<file path="src/design/mpr_pkg.sv">
`default_nettype none

package mpr_pkg;

    // symbol space and length limits
    localparam int SYM_W      = 18;
    localparam int SYM_DEPTH  = 1 << SYM_W;
    localparam int CNT_W      = 19;
    localparam int LEN_W      = 19;
    localparam int MAX_LENGTH = 262144;

    // modular arithmetic
    localparam int MOD_W = 30;
    localparam int BIT_W = 5;
    localparam logic [MOD_W-1:0] PRIME   = 30'd998244353;
    localparam logic [MOD_W-1:0] EXP_INV = PRIME - 30'd2;

    typedef struct packed {
        logic             command;
        logic [SYM_W-1:0] symbol;
        logic             last;
    } item_t;

    typedef struct packed {
        logic [MOD_W-1:0] rank;
        logic             halted;
    } result_t;

    typedef enum logic [4:0] {
        S_CLEAR,
        S_IDLE,
        S_DECODE,
        S_L_CNT,
        S_L_INC,
        S_L_MD,
        S_L_MDW,
        S_L_MF,
        S_L_MFW,
        S_TR_RD,
        S_TR_WR,
        S_PW_SQ,
        S_PW_SQW,
        S_PW_CHK,
        S_PW_MLW,
        S_PW_NX,
        S_T_SUM,
        S_T_SRD,
        S_T_SACC,
        S_T_CNT,
        S_T_HAVE,
        S_T_TERM,
        S_T_T1W,
        S_T_T2,
        S_T_T2W,
        S_T_UPD,
        S_T_INV,
        S_T_INVW,
        S_RESULT
    } state_t;

    typedef enum logic [3:0] {
        OP_NONE,
        OP_CLEAR,
        OP_CAPTURE,
        OP_CNT_RD,
        OP_CNT_INC,
        OP_HAVE,
        OP_CNT_DEC,
        OP_TREE_RD,
        OP_TREE_UPD,
        OP_SUM_INIT,
        OP_SUM_ACC,
        OP_POW_INIT,
        OP_EBIT_DEC,
        OP_MUL,
        OP_STOP,
        OP_OUT
    } dp_op_t;

    typedef enum logic [2:0] {
        MS_DEN,
        MS_FACT,
        MS_SQ,
        MS_BASE,
        MS_TERM1,
        MS_TERM2,
        MS_INV
    } mul_sel_t;

    typedef struct packed {
        dp_op_t   op;
        mul_sel_t mul_sel;
    } dp_cmd_t;

    typedef struct packed {
        logic clr_done;
        logic cmd;
        logic load_skip;
        logic stopped;
        logic started;
        logic pos_end;
        logic pos_zero;
        logic exp_bit;
        logic ebit_zero;
        logic term_go;
        logic have_zero;
        logic mul_done;
        logic out_full;
    } dp_status_t;

endpackage

`default_nettype wire

</file>
<file path="src/design/mpr_ctrl.sv">
`default_nettype none

module mpr_ctrl
    import mpr_pkg::*;
(
    input  wire logic       clk,
    input  wire logic       rst_n,
    input  wire logic       item_valid,
    output logic            item_stall,
    input  wire dp_status_t status,
    output dp_cmd_t         cmd
);

    state_t state_reg;
    state_t state_next;

    // state register
    always_ff @(posedge clk or negedge rst_n)
    begin
        if (!rst_n)
        begin
            state_reg <= S_CLEAR;
        end
        else
        begin
            state_reg <= state_next;
        end
    end

    // next state and datapath commands
    always_comb
    begin
        state_next  = state_reg;
        cmd.op      = OP_NONE;
        cmd.mul_sel = MS_DEN;
        item_stall  = (state_reg != S_IDLE);
        case (state_reg)
            S_CLEAR:
            begin
                cmd.op = OP_CLEAR;
                if (status.clr_done)
                begin
                    state_next = S_IDLE;
                end
            end
            S_IDLE:
            begin
                if (item_valid)
                begin
                    cmd.op     = OP_CAPTURE;
                    state_next = S_DECODE;
                end
            end
            S_DECODE:
            begin
                if (!status.cmd)
                begin
                    state_next = status.load_skip ? S_IDLE : S_L_CNT;
                end
                else if (status.stopped)
                begin
                    state_next = S_RESULT;
                end
                else if (!status.started)
                begin
                    cmd.op     = OP_POW_INIT;
                    state_next = S_PW_SQ;
                end
                else
                begin
                    state_next = S_T_SUM;
                end
            end
            // load transaction
            S_L_CNT:
            begin
                cmd.op     = OP_CNT_RD;
                state_next = S_L_INC;
            end
            S_L_INC:
            begin
                cmd.op     = OP_CNT_INC;
                state_next = S_L_MD;
            end
            S_L_MD:
            begin
                cmd.op      = OP_MUL;
                cmd.mul_sel = MS_DEN;
                state_next  = S_L_MDW;
            end
            S_L_MDW:
            begin
                if (status.mul_done)
                begin
                    state_next = S_L_MF;
                end
            end
            S_L_MF:
            begin
                cmd.op      = OP_MUL;
                cmd.mul_sel = MS_FACT;
                state_next  = S_L_MFW;
            end
            S_L_MFW:
            begin
                if (status.mul_done)
                begin
                    state_next = S_TR_RD;
                end
            end
            // prefix tree update walk, shared by load and target
            S_TR_RD:
            begin
                if (status.pos_end)
                begin
                    state_next = status.cmd ? S_RESULT : S_IDLE;
                end
                else
                begin
                    cmd.op     = OP_TREE_RD;
                    state_next = S_TR_WR;
                end
            end
            S_TR_WR:
            begin
                cmd.op     = OP_TREE_UPD;
                state_next = S_TR_RD;
            end
            // inverse of the denominator, square and multiply
            S_PW_SQ:
            begin
                cmd.op      = OP_MUL;
                cmd.mul_sel = MS_SQ;
                state_next  = S_PW_SQW;
            end
            S_PW_SQW:
            begin
                if (status.mul_done)
                begin
                    state_next = S_PW_CHK;
                end
            end
            S_PW_CHK:
            begin
                if (status.exp_bit)
                begin
                    cmd.op      = OP_MUL;
                    cmd.mul_sel = MS_BASE;
                    state_next  = S_PW_MLW;
                end
                else
                begin
                    state_next = S_PW_NX;
                end
            end
            S_PW_MLW:
            begin
                if (status.mul_done)
                begin
                    state_next = S_PW_NX;
                end
            end
            S_PW_NX:
            begin
                if (status.ebit_zero)
                begin
                    state_next = S_T_SUM;
                end
                else
                begin
                    cmd.op     = OP_EBIT_DEC;
                    state_next = S_PW_SQ;
                end
            end
            // target transaction: count smaller symbols
            S_T_SUM:
            begin
                cmd.op     = OP_SUM_INIT;
                state_next = S_T_SRD;
            end
            S_T_SRD:
            begin
                if (status.pos_zero)
                begin
                    state_next = S_T_CNT;
                end
                else
                begin
                    cmd.op     = OP_TREE_RD;
                    state_next = S_T_SACC;
                end
            end
            S_T_SACC:
            begin
                cmd.op     = OP_SUM_ACC;
                state_next = S_T_SRD;
            end
            S_T_CNT:
            begin
                cmd.op     = OP_CNT_RD;
                state_next = S_T_HAVE;
            end
            S_T_HAVE:
            begin
                cmd.op     = OP_HAVE;
                state_next = S_T_TERM;
            end
            // term = smaller * fact * inverse
            S_T_TERM:
            begin
                if (status.term_go)
                begin
                    cmd.op      = OP_MUL;
                    cmd.mul_sel = MS_TERM1;
                    state_next  = S_T_T1W;
                end
                else
                begin
                    state_next = S_T_UPD;
                end
            end
            S_T_T1W:
            begin
                if (status.mul_done)
                begin
                    state_next = S_T_T2;
                end
            end
            S_T_T2:
            begin
                cmd.op      = OP_MUL;
                cmd.mul_sel = MS_TERM2;
                state_next  = S_T_T2W;
            end
            S_T_T2W:
            begin
                if (status.mul_done)
                begin
                    state_next = S_T_UPD;
                end
            end
            // remove the symbol or halt
            S_T_UPD:
            begin
                if (status.have_zero)
                begin
                    cmd.op     = OP_STOP;
                    state_next = S_RESULT;
                end
                else
                begin
                    cmd.op     = OP_CNT_DEC;
                    state_next = S_T_INV;
                end
            end
            S_T_INV:
            begin
                cmd.op      = OP_MUL;
                cmd.mul_sel = MS_INV;
                state_next  = S_T_INVW;
            end
            S_T_INVW:
            begin
                if (status.mul_done)
                begin
                    state_next = S_TR_RD;
                end
            end
            S_RESULT:
            begin
                if (!status.out_full)
                begin
                    cmd.op     = OP_OUT;
                    state_next = S_IDLE;
                end
            end
            default:
            begin
                state_next = S_IDLE;
            end
        endcase
    end

endmodule

`default_nettype wire

</file>
<file path="config.mk">
export PLATFORM = sky130hd
export DESIGN_NAME = mpr_ctrl
export DESIGN_NICKNAME = d
export VERILOG_FILES = /design/src/design/mpr_pkg.sv /design/src/design/mpr_ctrl.sv
export SDC_FILE = /design/constraint.sdc
export NUM_CORES = 1
export LEC_CHECK = 0
export BUFFER_PORTS_ARGS = -buffer_cell sky130_fd_sc_hd__buf_4
export CAP_MARGIN = 20
export CELL_PAD_IN_SITES_DETAIL_PLACEMENT = 1
export CELL_PAD_IN_SITES_GLOBAL_PLACEMENT = 1
export CORE_MARGIN = 2
export CORE_UTILIZATION = 35
export CTS_CLUSTER_DIAMETER = 120
export DETAILED_ROUTE_END_ITERATION = 8
export PLACE_DENSITY_LB_ADDON = 0.1
export SLEW_MARGIN = 0
export SYNTH_ARGS = -nofsm -noshare
export SYNTH_HDL_FRONTEND = slang
export SYNTH_SLANG_ARGS = --single-unit
</file>
<file path="constraint.sdc">
create_clock -name clk -period 1.7 [get_ports clk]
set_clock_uncertainty 0.05 [all_clocks]
set_input_delay 0.34 -clock clk [delete_from_list [all_inputs] [get_ports clk]]
set_output_delay 0.34 -clock clk [all_outputs]
set_load 0.02 [all_outputs]
</file>
# After elaboration in Yosys (flattened, before gate mapping)

Index checks and enable logic that the tools add are counted.
Widths: inputs -> output; s select.

Input bits: 16
Register bits: 5
Logic and storage cells: 79

Mux-type cells: 34
Equal/unequal tests: 38
Reductions and logical operators: 6

Operators with widths:

| kind               | number |
|---|---|
| $pmux 5 s27        | 1 |
| $mux 5             | 15 |
| $pmux 4 s17        | 1 |
| $eq 5x5->1 const B | 13 |
| $eq 5x4->1 const B | 8 |
| $mux 4             | 7 |
| $eq 5x3->1 const B | 4 |
| $pmux 3 s6         | 1 |
| $ne 2x2->1 const B | 8 |
| $mux 7             | 2 |
| $eq 5x2->1 const B | 2 |
| $mux 3             | 3 |
| $reduce_and 9->1   | 1 |
| $reduce_or 2->1    | 3 |
| $eq 5x1->1 const B | 1 |
| $logic_not 5->1    | 1 |
| $ne 5x1->1 const B | 1 |
| $reduce_or 5->1    | 1 |
| $mux 2             | 2 |
| $mux 1             | 2 |
| $ne 2x1->1 const B | 1 |

# Logic depth before layout (Yosys ltp)

Gate-level depths: netlist of run 1.

Word-level depth: 4
Mapped depth: 7

# Worst setup path after synthesis of run 1

Ideal clock, no wire load.

Kind: register -> output
From: register state_reg[3]
To: output port cmd[5] in the netlist's numbering
Data arrival time: 1499 ps
Required time: 1310 ps
Setup slack: -189 ps
Cell stages (with the launch flop): 6
Cell sequence: dfrtp_1 and2b_1 and4_1 a31o_1 nor3_2 o21ai_0

RTL lines:

| item                   | RTL line       | source |
|---|---|---|
| start, declared        | mpr_ctrl.sv:14 | `state_t state_reg;` |
| start signal, assigned | mpr_ctrl.sv:26 | `state_reg <= state_next;` |
| end, declared          | mpr_ctrl.sv:11 | `output dp_cmd_t cmd` |

==> impl_metrics.csv, run 1 <==
group,metric,value,unit
run_status,status,"finished, violations left",
run_status,violations,"negative setup slack",
detailed_routing,wirelength,6468,µm
final_layout,syn_to_final_growth,89.10,%
min_path,hold_class,"in2reg",
final_layout,drive_above_1_share,64.91,%
global_routing,grt_pass1_vias,1703,
final_layout,fillers,347,
synth,yosys_register_bits,5,
final_layout,regArea,131.4,µm²
global_routing,grt_max_degree,14,
detailed_routing,wl_per_cell,23.78,µm
timing,final.period_utilization,127.1,%
clock_network,ctsHtreeMaxLevel,1,
detailed_routing,ant_nets,0,
synth,yosys.area_share.xor_xnor,0.7946,%
final_layout,antenna_cells,0,
place,dp_hpwl,3561,µm
detailed_routing,post-route-drc-count,0,
global_routing,antenna_found_initial,0,
power,p_leak,0.9506,nW
synth,synth_warnings,0,
synth,synth-simple-area-share,40.41,%
clock_network,clockRootBuffer,"clkbuf_4",
clock_network,clockBufferDepth,2,
final_layout,multiInputGateArea,1054,µm²
synth,ys_seq_area_share,11.35,%
timing,rsz0062_at_grt,"true",
critical_path,worst_setup_path_start_kind,"flip-flop",
clock_network,cts_buffers,3,
floorplanning,initial_core_util,36.40,%
critical_path,crit_required,1.31,ns
timing,drv_slew,0,
global_routing,grtUsageTotal,35.70,%
synth,synth_fp_nets,162,
timing,max_slew_margin,57.31,%
synth,syn-cell-area,1102,µm²
critical_path,r2r_cells,8,
place,dp_cells,246,
synth,avgSynthCellArea,7.550,µm²
synth,synth_top_family_by_area,"simple AND/OR/NAND/NOR gates",
floorplanning,ios,24,
critical_path,end_kind,"output pin",
final_layout,fin_cells,272,
detailed_routing,drt_pass1_iterations,4,
floorplanning,die_h,60.12,µm
detailed_routing,drt_iter0_markers,113,
timing,worst_pin_slew,0.6337,ns
detailed_routing,num_vias,1622,
synth,synth_cell_types,60,
power,peakVddDrop,1.032,mV
synth,synth_ff_type,"dfrtp_1",
floorplanning,core_area,3028,µm²
floorplanning,die_area,3614,µm²
synth,synth_compound_area_share,35.75,%
detailed_routing,viasPerCell,5.963,
critical_path,crit_fanout,10,
clock_network,clock_insertion_delay_worst_skew,0.27,ns
timing,finalHoldViolCount,0,
critical_path,r2r_slack,-0.17,ns
place,numPortBuffers,23,
synth,synth_fa_ha_area_share,0,%
final_layout,final_core_util,68.84,%
synth,synth-edff-count,0,
synth,synth_top_cell_by_area,"dfrtp_1",
timing,setup_viol,13,
min_path,whs_path_depth,3,
synth,synth.area.top_cells,"dfrtp_1 (11%), nor2_1 (4.4%), a22o_1 (4.0%)",
final_layout,nets,245,
global_routing,overflow,0,
power,p_per_area,1967,nW/µm²
critical_path,cp_data_arrival_time,1.77,ns
critical_path,crit_type,"reg2out",
place,finalWeightedCongestion,0.8944,
floorplanning,die_w,60.12,µm
synth,post-synth-top-count-cell,"nor2_1",
power,p_total,4.100,mW
synth,async_flop_share,100.0,%
synth,synth_mux_area_share,2.838,%
flow_run,drv_cap,0,
synth,yosys.area.top_type_share,11.35,%
clock_network,numClockSinks,5,
clock_network,clkTransAtPathRegs,0.07,ns
floorplanning,rows,20,
synth,syn_inst,146,
timing,max_freq,0.4627,GHz
global_routing,grt_pass1_wl,9328,µm
timing,final.setup.worst_slack,-0.4614,ns
timing,period_minus_slack,2.161,ns
final_layout,largest_reg_flops,5,
clock_network,cts_tree,"built",
synth,synth_commonest_cells,"nor2_1 (13), nand2_1 (11), a21oi_1 (8), nor2b_1 (7)",
timing,hold_ws,0.3991,ns
[cells in the final DEF (no fill, tap or decap), types with 2 or more instances in the layout]
| cell type | count |
|---|---|
| buf_4 | 60 |
| buf_6 | 29 |
| nor2_1 | 11 |
| nand2_1 | 8 |
| o21ai_1 | 8 |
| nand2b_1 | 5 |
| a21oi_1 | 5 |
| a22o_1 | 5 |
| dfrtp_2 | 5 |
| and2_4 | 4 |
| nor2b_2 | 3 |
| nand4_1 | 3 |
| a21oi_2 | 3 |
| nor2b_1 | 3 |
| nor3b_2 | 3 |
| clkbuf_4 | 3 |
| nand2_2 | 2 |
| mux2i_1 | 2 |
| and2b_2 | 2 |
| nor3b_1 | 2 |
| nor3_2 | 2 |
| nor2_2 | 2 |
| nor4_4 | 2 |
| nand3_2 | 2 |
| a21o_1 | 2 |
| and2b_1 | 2 |
| a31oi_1 | 2 |
| o21ai_0 | 2 |
| a211oi_2 | 2 |
| and3_4 | 2 |
| inv_1 | 2 |
| nand3_1 | 2 |
[critical path, cell delays in order (launching register included)]
cell	delay, ns
dfrtp_2	0.46
buf_6	0.17
and2b_2	0.25
a21oi_2	0.15
nor2_1	0.06
a31oi_1	0.15
o211ai_1	0.10
buf_4	0.17
[cell type report]
cell class | count | share of cell area, %
inverters | 3 | 0.5402
well taps | 44 | 2.641
clock buffers | 4 | 1.261
flip-flops and latches | 5 | 6.303
multi-input cells | 125 | 50.54
repair buffers | 91 | 38.72
[cell families after synthesis]
group | after synthesis
muxes | 3
buffers and inverters | 16
and+or+nand+nor | 71
AOI/OAI and AO/OA | 50
xor gates and xnor gates | 1
DFF | 5
[routing by layer]
metal / up-vias / share of wire, % / global-route usage, %
li1: 720 / - / -
met1: 799 / 40 / 45.22
met2: 91 / 51 / 63.66
met3: 12 / 7.2 / 3.247
met4: 0 / 1.9 / 9.841
met5: - / 0 / 0
[where the power goes]
part	internal, mW	switching, mW
Clock	0.0901	0.0772
Sequential	0.185	0.140
Combinational	1.85	1.76
Total	2.12	1.98
[path summary, 6_finish.rpt]
path                               from           end
min in group asynchronous         rst_n  state_reg[1]
hold / removal               status[12]  state_reg[0]
max in group asynchronous         rst_n  state_reg[2]
setup / recovery           state_reg[4]        cmd[6]
hold reg to reg            state_reg[4]  state_reg[4]
setup reg to reg           state_reg[2]  state_reg[3]
[through the flow]
stage / worst slack (ns) / TNS, ns / area [µm²]
floorplan: -0.08497 / -0.1910 / 1115
global placement: -0.2598 / -1.551 / 1609
detailed placement: -0.2544 / -1.793 / 1609
CTS: -0.4098 / -2.932 / 1988
global route: -0.5328 / -4.295 / 2085
finish: -0.4614 / -3.686 / 2085
[timing repair]
item	4_1_cts	5_1_grt
hold buffers	1	0
pin swaps	19	18
buffers inserted	19	9
setup endpoints to repair	13	13
hold endpoints to repair	5	0
gates resized for setup	56	23
gates cloned	0	0
Power figures use the tool's default switching activity.
==> run 2, diff against run 1 <==
--- a/config.mk
+++ b/config.mk
@@ -5,12 +5,13 @@
 export SDC_FILE = /design/constraint.sdc
 export NUM_CORES = 1
 export LEC_CHECK = 0
+export ABC_AREA = 1
 export BUFFER_PORTS_ARGS = -buffer_cell sky130_fd_sc_hd__buf_4
 export CAP_MARGIN = 20
 export CELL_PAD_IN_SITES_DETAIL_PLACEMENT = 1
 export CELL_PAD_IN_SITES_GLOBAL_PLACEMENT = 1
 export CORE_MARGIN = 2
-export CORE_UTILIZATION = 35
+export CORE_UTILIZATION = 31
 export CTS_CLUSTER_DIAMETER = 120
 export DETAILED_ROUTE_END_ITERATION = 8
 export PLACE_DENSITY_LB_ADDON = 0.1
==> run 2 against run 1 <==
Net effect:
- the run now fails in 5_1_grt
- synthesized cell count grew 35%
- area after synthesis shrank 10%
==> impl_metrics.csv, run 2 <==
group,metric,value,unit
timing,worstEndpointType,"output port",
floorplanning,initial_core_util,32.38,%
synth,synth_cell_types,21,
global_routing,overflow,63,
synth,yosys.area.top_type_share,26.20,%
synth,synth_commonest_cells,"nand2_1 (69), nor2_1 (42), nand3_1 (26), inv_1 (15), nand4_1 (6)",
synth,post-synth-top-count-cell,"nand2_1",
synth,synth_warnings,0,
clock_network,clockBufferDepth,2,
place,postPlaceCellArea,1633,µm²
synth,synth.area.top_cells,"nand2_1 (26%), nor2_1 (16%), nand3_1 (13%)",
place,dp_hpwl,4240,µm
synth,synth_fp_nets,213,
synth,async_flop_share,100.0,%
clock_network,cts_buffers,3,
synth,syn_inst,197,
synth,syn-cell-area,988.4,µm²
clock_network,numClockSinks,5,
synth,avgSynthCellArea,5.018,µm²
floorplanning,die_w,60.47,µm
synth,yosys_register_bits,5,
timing,worst_endpoint,"cmd[3]",
place,dp_cells,313,
synth,synth_top_cell_by_area,"nand2_1",
run_status,error,"[ERROR GRT-0232] Routing congestion too high. Check the congestion heatmap in the GUI.",
floorplanning,rows,20,
place,finalWeightedCongestion,0.9115,
global_routing,grt_max_degree,10,
synth,ys_seq_area_share,12.66,%
floorplanning,ios,24,
clock_network,clockRootBuffer,"clkbuf_4",
place,numPortBuffers,23,
clock_network,ctsHtreeMaxLevel,1,
run_status,status,"did not finish",
synth,synth_ff_type,"dfrtp_1",
floorplanning,die_h,60.47,µm
run_status,failing_step,"5_1_grt",
global_routing,grtUsageTotal,70.84,%
synth,synth-edff-count,0,
[run 2: changes by cell type after synthesis, moves of 5 or more]
cell / delta
nand2_1: +58
nor2_1: +29
nand3_1: +22
inv_1: +13
a21oi_1: -8
nor2b_1: -7
nand2b_1: -6
a22o_1: -5
[run 2: metal layers]
metal / overflow / global-route usage, %
met1: 0 / 68.52
met2: 33 / 94.10
met3: 0 / 42.86
met4: 30 / 86.02
met5: 0 / 0
[run 2: cells by family after synthesis]
kind of cell	after synthesis	share of synthesized area, %
flops	5	12.66
compound gates	10	5.822
simple gates	159	72.03
buf+inv	23	9.493
[run 2: timing repair]
item	in CTS
endpoints found under the hold margin	5
setup endpoints to repair	12
gates cloned	0
hold buffers	1
pin swaps	20
resized for setup	57
setup buffers	23
[run 2: stage by stage]
stage               worst slack [ns]  hold WS [ns]
CTS                          -0.3710        0.3942
detailed placement           -0.2360       0.09686
global placement             -0.1542       0.09401
floorplan                  -0.006258     -0.005591
==> run 3, diff against run 2 <==
--- a/config.mk
+++ b/config.mk
@@ -8,13 +8,10 @@
 export ABC_AREA = 1
 export BUFFER_PORTS_ARGS = -buffer_cell sky130_fd_sc_hd__buf_4
 export CAP_MARGIN = 20
-export CELL_PAD_IN_SITES_DETAIL_PLACEMENT = 1
-export CELL_PAD_IN_SITES_GLOBAL_PLACEMENT = 1
-export CORE_MARGIN = 2
-export CORE_UTILIZATION = 31
-export CTS_CLUSTER_DIAMETER = 120
+export CORE_AREA = 2 2 63 65
 export DETAILED_ROUTE_END_ITERATION = 8
-export PLACE_DENSITY_LB_ADDON = 0.1
+export DIE_AREA = 0 0 65 67
+export PLACE_DENSITY_LB_ADDON = 0.15
 export SLEW_MARGIN = 0
 export SYNTH_ARGS = -nofsm -noshare
 export SYNTH_HDL_FRONTEND = slang
==> constraint.sdc (replaced) <==
create_clock -name clk -period 2.2 [get_ports clk]
set_clock_uncertainty 0.05 [all_clocks]
set_input_delay 0.44 -clock clk [delete_from_list [all_inputs] [get_ports clk]]
set_output_delay 0.44 -clock clk [all_outputs]
set_load 0.02 [all_outputs]
==> run 3 against run 2 <==
Net effect:
- the flow now finishes without violations
- synthesized cell count is the same
- area after synthesis is the same
==> impl_metrics.csv, run 3 <==
group,metric,value,unit
synth,ys_seq_area_share,12.66,%
floorplanning,rows,22,
synth,syn-cell-area,988.4,µm²
floorplanning,die_area,4355,µm²
place,dp_hpwl,3123,µm
final_layout,mostFrequentLayoutCells,"nand2_1 (62), buf_4 (45), nor2_1 (37)",
final_layout,syn_to_final_growth,57.72,%
global_routing,antenna_found_initial,0,
global_routing,overflow,0,
global_routing,grt_max_degree,10,
power,switching_share,54.05,%
detailed_routing,num_vias,1448,
place,finalWeightedCongestion,0.9063,
final_layout,drive_above_1_share,34.68,%
critical_path,end_kind,"output pin",
critical_path,crit_required,1.71,ns
synth,post-synth-top-count-cell,"nand2_1",
timing,final.period_utilization,99.73,%
detailed_routing,wl_per_cell,13.09,µm
global_routing,grtUsageTotal,17.71,%
floorplanning,initial_core_util,27.41,%
synth,async_flop_share,100.0,%
timing,finalHoldViolCount,0,
global_routing,grt_pass1_wl,5871,µm
synth,synth-edff-count,0,
place,pre_cts_ws,0.1035,ns
timing,max_slew_margin,78.72,%
synth,yosys.area.top_type_share,26.20,%
final_layout,antenna_cells,0,
critical_path,crit_type,"reg2out",
flow_run,drv_cap,0,
power,p_per_area,1397,nW/µm²
clock_network,ctsHtreeMaxLevel,1,
power,p_seq_share,10.6,%
clock_network,clock_insertion_delay_worst_skew,0.23,ns
detailed_routing,drt_pass1_iterations,4,
floorplanning,core_area,3606,µm²
place,numPortBuffers,23,
clock_network,clockBufferDepth,2,
timing,rsz0062_at_grt,"true",
synth,yosys_register_bits,5,
synth,synth_ff_type,"dfrtp_1",
timing,period_minus_slack,2.194,ns
final_layout,final_core_util,43.23,%
synth,synth.area.top_cells,"nand2_1 (26%), nor2_1 (16%), nand3_1 (13%)",
critical_path,crit_path_start,"state_reg[1]",
power,p_leak,0.8889,nW
timing,fin_setup_tns,0,ns
synth,avgSynthCellArea,5.018,µm²
synth,synth_commonest_cells,"nand2_1 (69), nor2_1 (42), nand3_1 (26), inv_1 (15), nand4_1 (6)",
detailed_routing,drt_iter0_markers,81,
floorplanning,ios,24,
timing,max_freq,0.4558,GHz
clock_network,clockRootBuffer,"clkbuf_8",
floorplanning,die_w,65,µm
detailed_routing,viasPerCell,4.892,
final_layout,nets,265,
power,p_switching,1.177,mW
power,peakVddDrop,0.6656,mV
power,power_frac_comb,81.3,%
final_layout,largest_reg_flops,5,
clock_network,cts_tree,"built",
global_routing,grt_pass1_vias,1275,
final_layout,fillers,401,
synth,synth_fp_nets,213,
floorplanning,die_h,67,µm
critical_path,cp_data_arrival_time,1.70,ns
critical_path,r2r-start,"state_reg[2]",
critical_path,worst_setup_path_start_kind,"flip-flop",
detailed_routing,ant_nets,0,
power,p_clk_share,8.1,%
final_layout,final_common_cell,"nand2_1",
run_status,status,"finished, final reports clean",
power,p_int,1.001,mW
timing,setup_viol,0,
synth,synth_top_cell_by_area,"nand2_1",
clock_network,numClockSinks,5,
detailed_routing,wirelength,3874,µm
clock_network,clkTransAtPathRegs,0.04,ns
power,p_total,2.178,mW
timing,worst_pin_slew,0.3180,ns
critical_path,crit_fanout,7,
synth,synth_warnings,0,
synth,syn_inst,197,
clock_network,cts_buffers,3,
detailed_routing,post-route-drc-count,0,
synth,synth_cell_types,21,
place,postPlaceCellArea,1311,µm²
timing,final.setup.worst_slack,0.006031,ns
timing,drv_slew,0,
final_layout,postLayoutCellArea,1559,µm²
min_path,hold_class,"in2async",
run 3: cell counts after synthesis:
Identical to the previous run, type by type.
run 3: cell type report:
cell class                 count  area, µm²  area share, %
sequential                     5      130.1          8.347
tap                           48      60.06          3.852
clock inverter                 1      5.005         0.3210
clock buffer                   3      41.29          2.648
multi-input combinational    169      835.8          53.61
timing repair buffer          51      404.1          25.92
inverter                      19      82.58          5.297
run 3: final timing paths:
check	end	slack [ns]	depth (start not counted)
min reg2reg	state_reg[1]	0.59	2
min	state_reg[4]	0.50	2
max reg2reg	state_reg[0]	0.36	11
max in group asynchronous	state_reg[0]	1.47	2
min in group clk	state_reg[2]	0.56	7
max	cmd[4]	0.006	8
run 3: critical path, stage by stage (launching register included):
cell,delay [ns]
dfrtp_2,0.47
nand2_4,0.13
clkinvlp_4,0.12
buf_6,0.14
nand2_4,0.06
o211ai_1,0.07
nor3_1,0.21
nand4_1,0.11
buf_4,0.17
run 3: power by group through the flow:
stage / Combinational, mW / Clock [mW] / Sequential [mW]
floorplan: 0.965 / 0 / 0.190
global placement: 1.50 / 0 / 0.206
detailed placement: 1.48 / 0 / 0.206
CTS: 1.54 / 0.178 / 0.216
global route: 1.94 / 0.181 / 0.237
finish: 1.77 / 0.176 / 0.230
run 3: cells by family (layout without fill, tap and decap cells):
kind of cell	Yosys count	in the layout	share of synthesized area [%]
DFF	5	5	12.66
AOI/OAI and AO/OA	10	10	5.822
buffers and inverters	23	74	9.493
and+or+nand+nor	159	159	72.03
run 3: metal layers:
| layer | routed length [µm] | up-vias | GRT usage (%) |
|---|---|---|---|
| li1 | - | 740 | - |
| met1 | 1719 | 644 | 23.41 |
| met2 | 1843 | 54 | 28.87 |
| met3 | 203 | 10 | 1.520 |
| met4 | 108 | 0 | 8.511 |
| met5 | 0 | - | 0 |
run 3: per-stage QoR:
stage,hold WS (ns),instances
after detailed placement,0.1988,279
after global placement,0.1960,279
after global routing,0.5192,296
after floorplan,0.09441,197
final,0.5041,296
after CTS,0.5015,286
run 3: what timing repair did:
action | CTS | global route
hold endpoints to repair | 5 | 0
setup buffers | 2 | 11
hold buffers | 1 | 0
gates cloned | 0 | 0
endpoints found under the setup margin | 4 | 4
gates resized for setup | 12 | 22
pin swaps | 1 | 9
==> run 4, diff against run 3 <==
--- a/config.mk
+++ b/config.mk
@@ -11,7 +11,7 @@
 export CORE_AREA = 2 2 63 65
 export DETAILED_ROUTE_END_ITERATION = 8
 export DIE_AREA = 0 0 65 67
-export PLACE_DENSITY_LB_ADDON = 0.15
+export PLACE_DENSITY = 0.56
 export SLEW_MARGIN = 0
 export SYNTH_ARGS = -nofsm -noshare
 export SYNTH_HDL_FRONTEND = slang
==> run 4 against run 3 <==
Net effect:
- first-iteration DRC count grew 36%
- global-route usage shrank 0.90 points
- clock-buffer cell count grew 1
- utilization grew 1.1 points
- fmax grew 0.59%
- highest routed layer unchanged
==> impl_metrics.csv, run 4 (synthesized netlist as in run 3, its figures left out) <==
group,metric,value,unit
run_status,status,"finished, final reports clean",
clock_network,clockRootBuffer,"clkbuf_8",
global_routing,antenna_found_initial,0,
power,switching_share,54.07,%
power,peakVddDrop,0.4691,mV
critical_path,end_kind,"output pin",
global_routing,grt_pass1_wl,5678,µm
global_routing,grt_use_met3,2.872,%
power,p_int,1.041,mW
final_layout,antenna_cells,0,
critical_path,critPathMaxStageDelay,0.43,ns
final_layout,nets,263,
timing,worst_pin_slew,0.3164,ns
detailed_routing,wirelength,3751,µm
clock_network,cts_tree,"built",
detailed_routing,drt_iter0_markers,110,
critical_path,r2r_slack,0.34,ns
timing,setup_viol,0,
timing,fin_setup_tns,0,ns
final_layout,largest_reg_flops,5,
clock_network,ctsHtreeMaxLevel,1,
floorplanning,die_area,4355,µm²
detailed_routing,drt_pass1_iterations,4,
final_layout,final_common_cell,"nand2_1",
power,p_leak,0.8964,nW
critical_path,slowest_stage,"dfrtp_1",
detailed_routing,num_vias,1459,
global_routing,grt_pass1_vias,1259,
floorplanning,ios,24,
floorplanning,rows,22,
timing,rsz0062_at_grt,"true",
detailed_routing,viasPerCell,4.963,
timing,max_freq,0.4585,GHz
clock_network,clock_insertion_delay_worst_skew,0.22,ns
final_layout,fillers,396,
final_layout,regArea,130.1,µm²
clock_network,numClockSinks,5,
critical_path,cp_data_arrival_time,1.69,ns
global_routing,overflow,0,
timing,final.period_utilization,99.14,%
floorplanning,die_h,67,µm
critical_path,r2r_end,"state_reg[0]",
critical_path,crit_fanout,4,
final_layout,syn_to_final_growth,61.65,%
floorplanning,die_w,65,µm
detailed_routing,post-route-drc-count,0,
floorplanning,core_area,3606,µm²
critical_path,crit_type,"reg2out",
critical_path,r2r-start,"state_reg[2]",
power,p_seq_share,10.6,%
timing,finalHoldViolCount,0,
timing,drv_slew,0,
flow_run,drv_cap,0,
clock_network,clockBufferDepth,2,
final_layout,postLayoutCellArea,1598,µm²
power,power_frac_comb,81.8,%
global_routing,met1_usage,22.38,%
global_routing,met2_usage,26.68,%
critical_path,path_cells,"buf_6 -> nand2_2 -> nor4_4 -> nor2_1 -> nand2_1 -> nor2_1 -> nand2_1 -> buf_6",
detailed_routing,ant_nets,0,
critical_path,r2r_cells,13,
timing,max_slew_margin,78.83,%
clock_network,cts_buffers,3,
global_routing,busiest_layer,"met2",
min_path,hold_class,"in2async",
final_layout,multiInputGateArea,880.8,µm²
place,postPlaceCellArea,1289,µm²
critical_path,crit_required,1.71,ns
critical_path,worst_setup_path_start_kind,"flip-flop",
final_layout,drive_above_1_share,37.80,%
detailed_routing,wl_per_cell,12.76,µm
global_routing,grt_max_degree,19,
global_routing,grtUsageTotal,16.81,%
timing,hold_ws,0.5060,ns
timing,period_minus_slack,2.181,ns
clock_network,clkTransAtPathRegs,0.03,ns
final_layout,final_core_util,44.31,%
final_layout,mostFrequentLayoutCells,"nand2_1 (60), buf_4 (42), nor2_1 (35)",
place,finalWeightedCongestion,0.9105,
power,p_switching,1.225,mW
place,numPortBuffers,23,
power,p_clk_share,7.6,%
place,dp_hpwl,2813,µm
power,p_per_area,1418,nW/µm²
floorplanning,initial_core_util,27.41,%
[run 4: cell types whose count changed in the layout (fill, tap and decap cells not counted), sizes merged]
cell    change
clkbuf      +1
buf         -2
clkinv      -1
[run 4: power by group through the flow]
stage / clock network (mW) / logic, mW / registers (mW)
2_1_floorplan: 0 / 0.965 / 0.190
3_3_place_gp: 0 / 1.46 / 0.202
3_5_place_dp: 0 / 1.44 / 0.203
4_1_cts: 0.174 / 1.57 / 0.203
5_1_grt: 0.186 / 2.02 / 0.245
6_report: 0.172 / 1.85 / 0.240
[run 4: final cells by class]
cell class / instances / area share (%)
Multi-Input combinational cell: 169 / 55.13
Timing Repair Buffer: 49 / 25.14
Sequential cell: 5 / 8.144
Inverter: 19 / 5.012
Tap cell: 48 / 3.759
Clock buffer: 4 / 2.819
[run 4: timing repair]
| action | 4_1_cts | 5_1_grt |
|---|---|---|
| gates resized for setup | 10 | 39 |
| pin swaps | 2 | 11 |
| setup buffers | 6 | 7 |
| hold buffers | 1 | 0 |
| endpoints found under the setup margin | 4 | 4 |
| endpoints found under the hold margin | 5 | 0 |
[run 4: worst max path at each step]
stage / cells past startpoint / endpoint / start
global placement: 9 / cmd[6] / state_reg[2]
detailed placement: 9 / cmd[6] / state_reg[2]
CTS: 10 / cmd[6] / state_reg[0]
global route: 8 / cmd[3] / state_reg[2]
finish: 8 / cmd[3] / state_reg[2]
floorplan: 11 / cmd[5] / state_reg[2]
[run 4: through the flow]
step / total power, mW / worst slack [ns] / cells
4_1_cts: 1.946 / 0.003549 / 287
5_1_grt: 2.452 / -0.07807 / 294
3_3_place_gp: 1.665 / 0.01750 / 276
2_1_floorplan: 1.155 / 0.3057 / 197
6_report: 2.266 / 0.01888 / 294
3_5_place_dp: 1.647 / 0.08061 / 276
[run 4: per-layer routing]
layer / wire length (µm) / vias to the layer above
met1: 1573 / 653
met4: 80 / 0
li1: - / 735
met2: 1819 / 61
met3: 278 / 10
met5: 0 / -
[run 4: critical path, delay by kind of cell (launching register included)]
kind          cells  cell delay [ns]
buf+inv           2             0.27
flops             1             0.43
simple gates      6             0.76
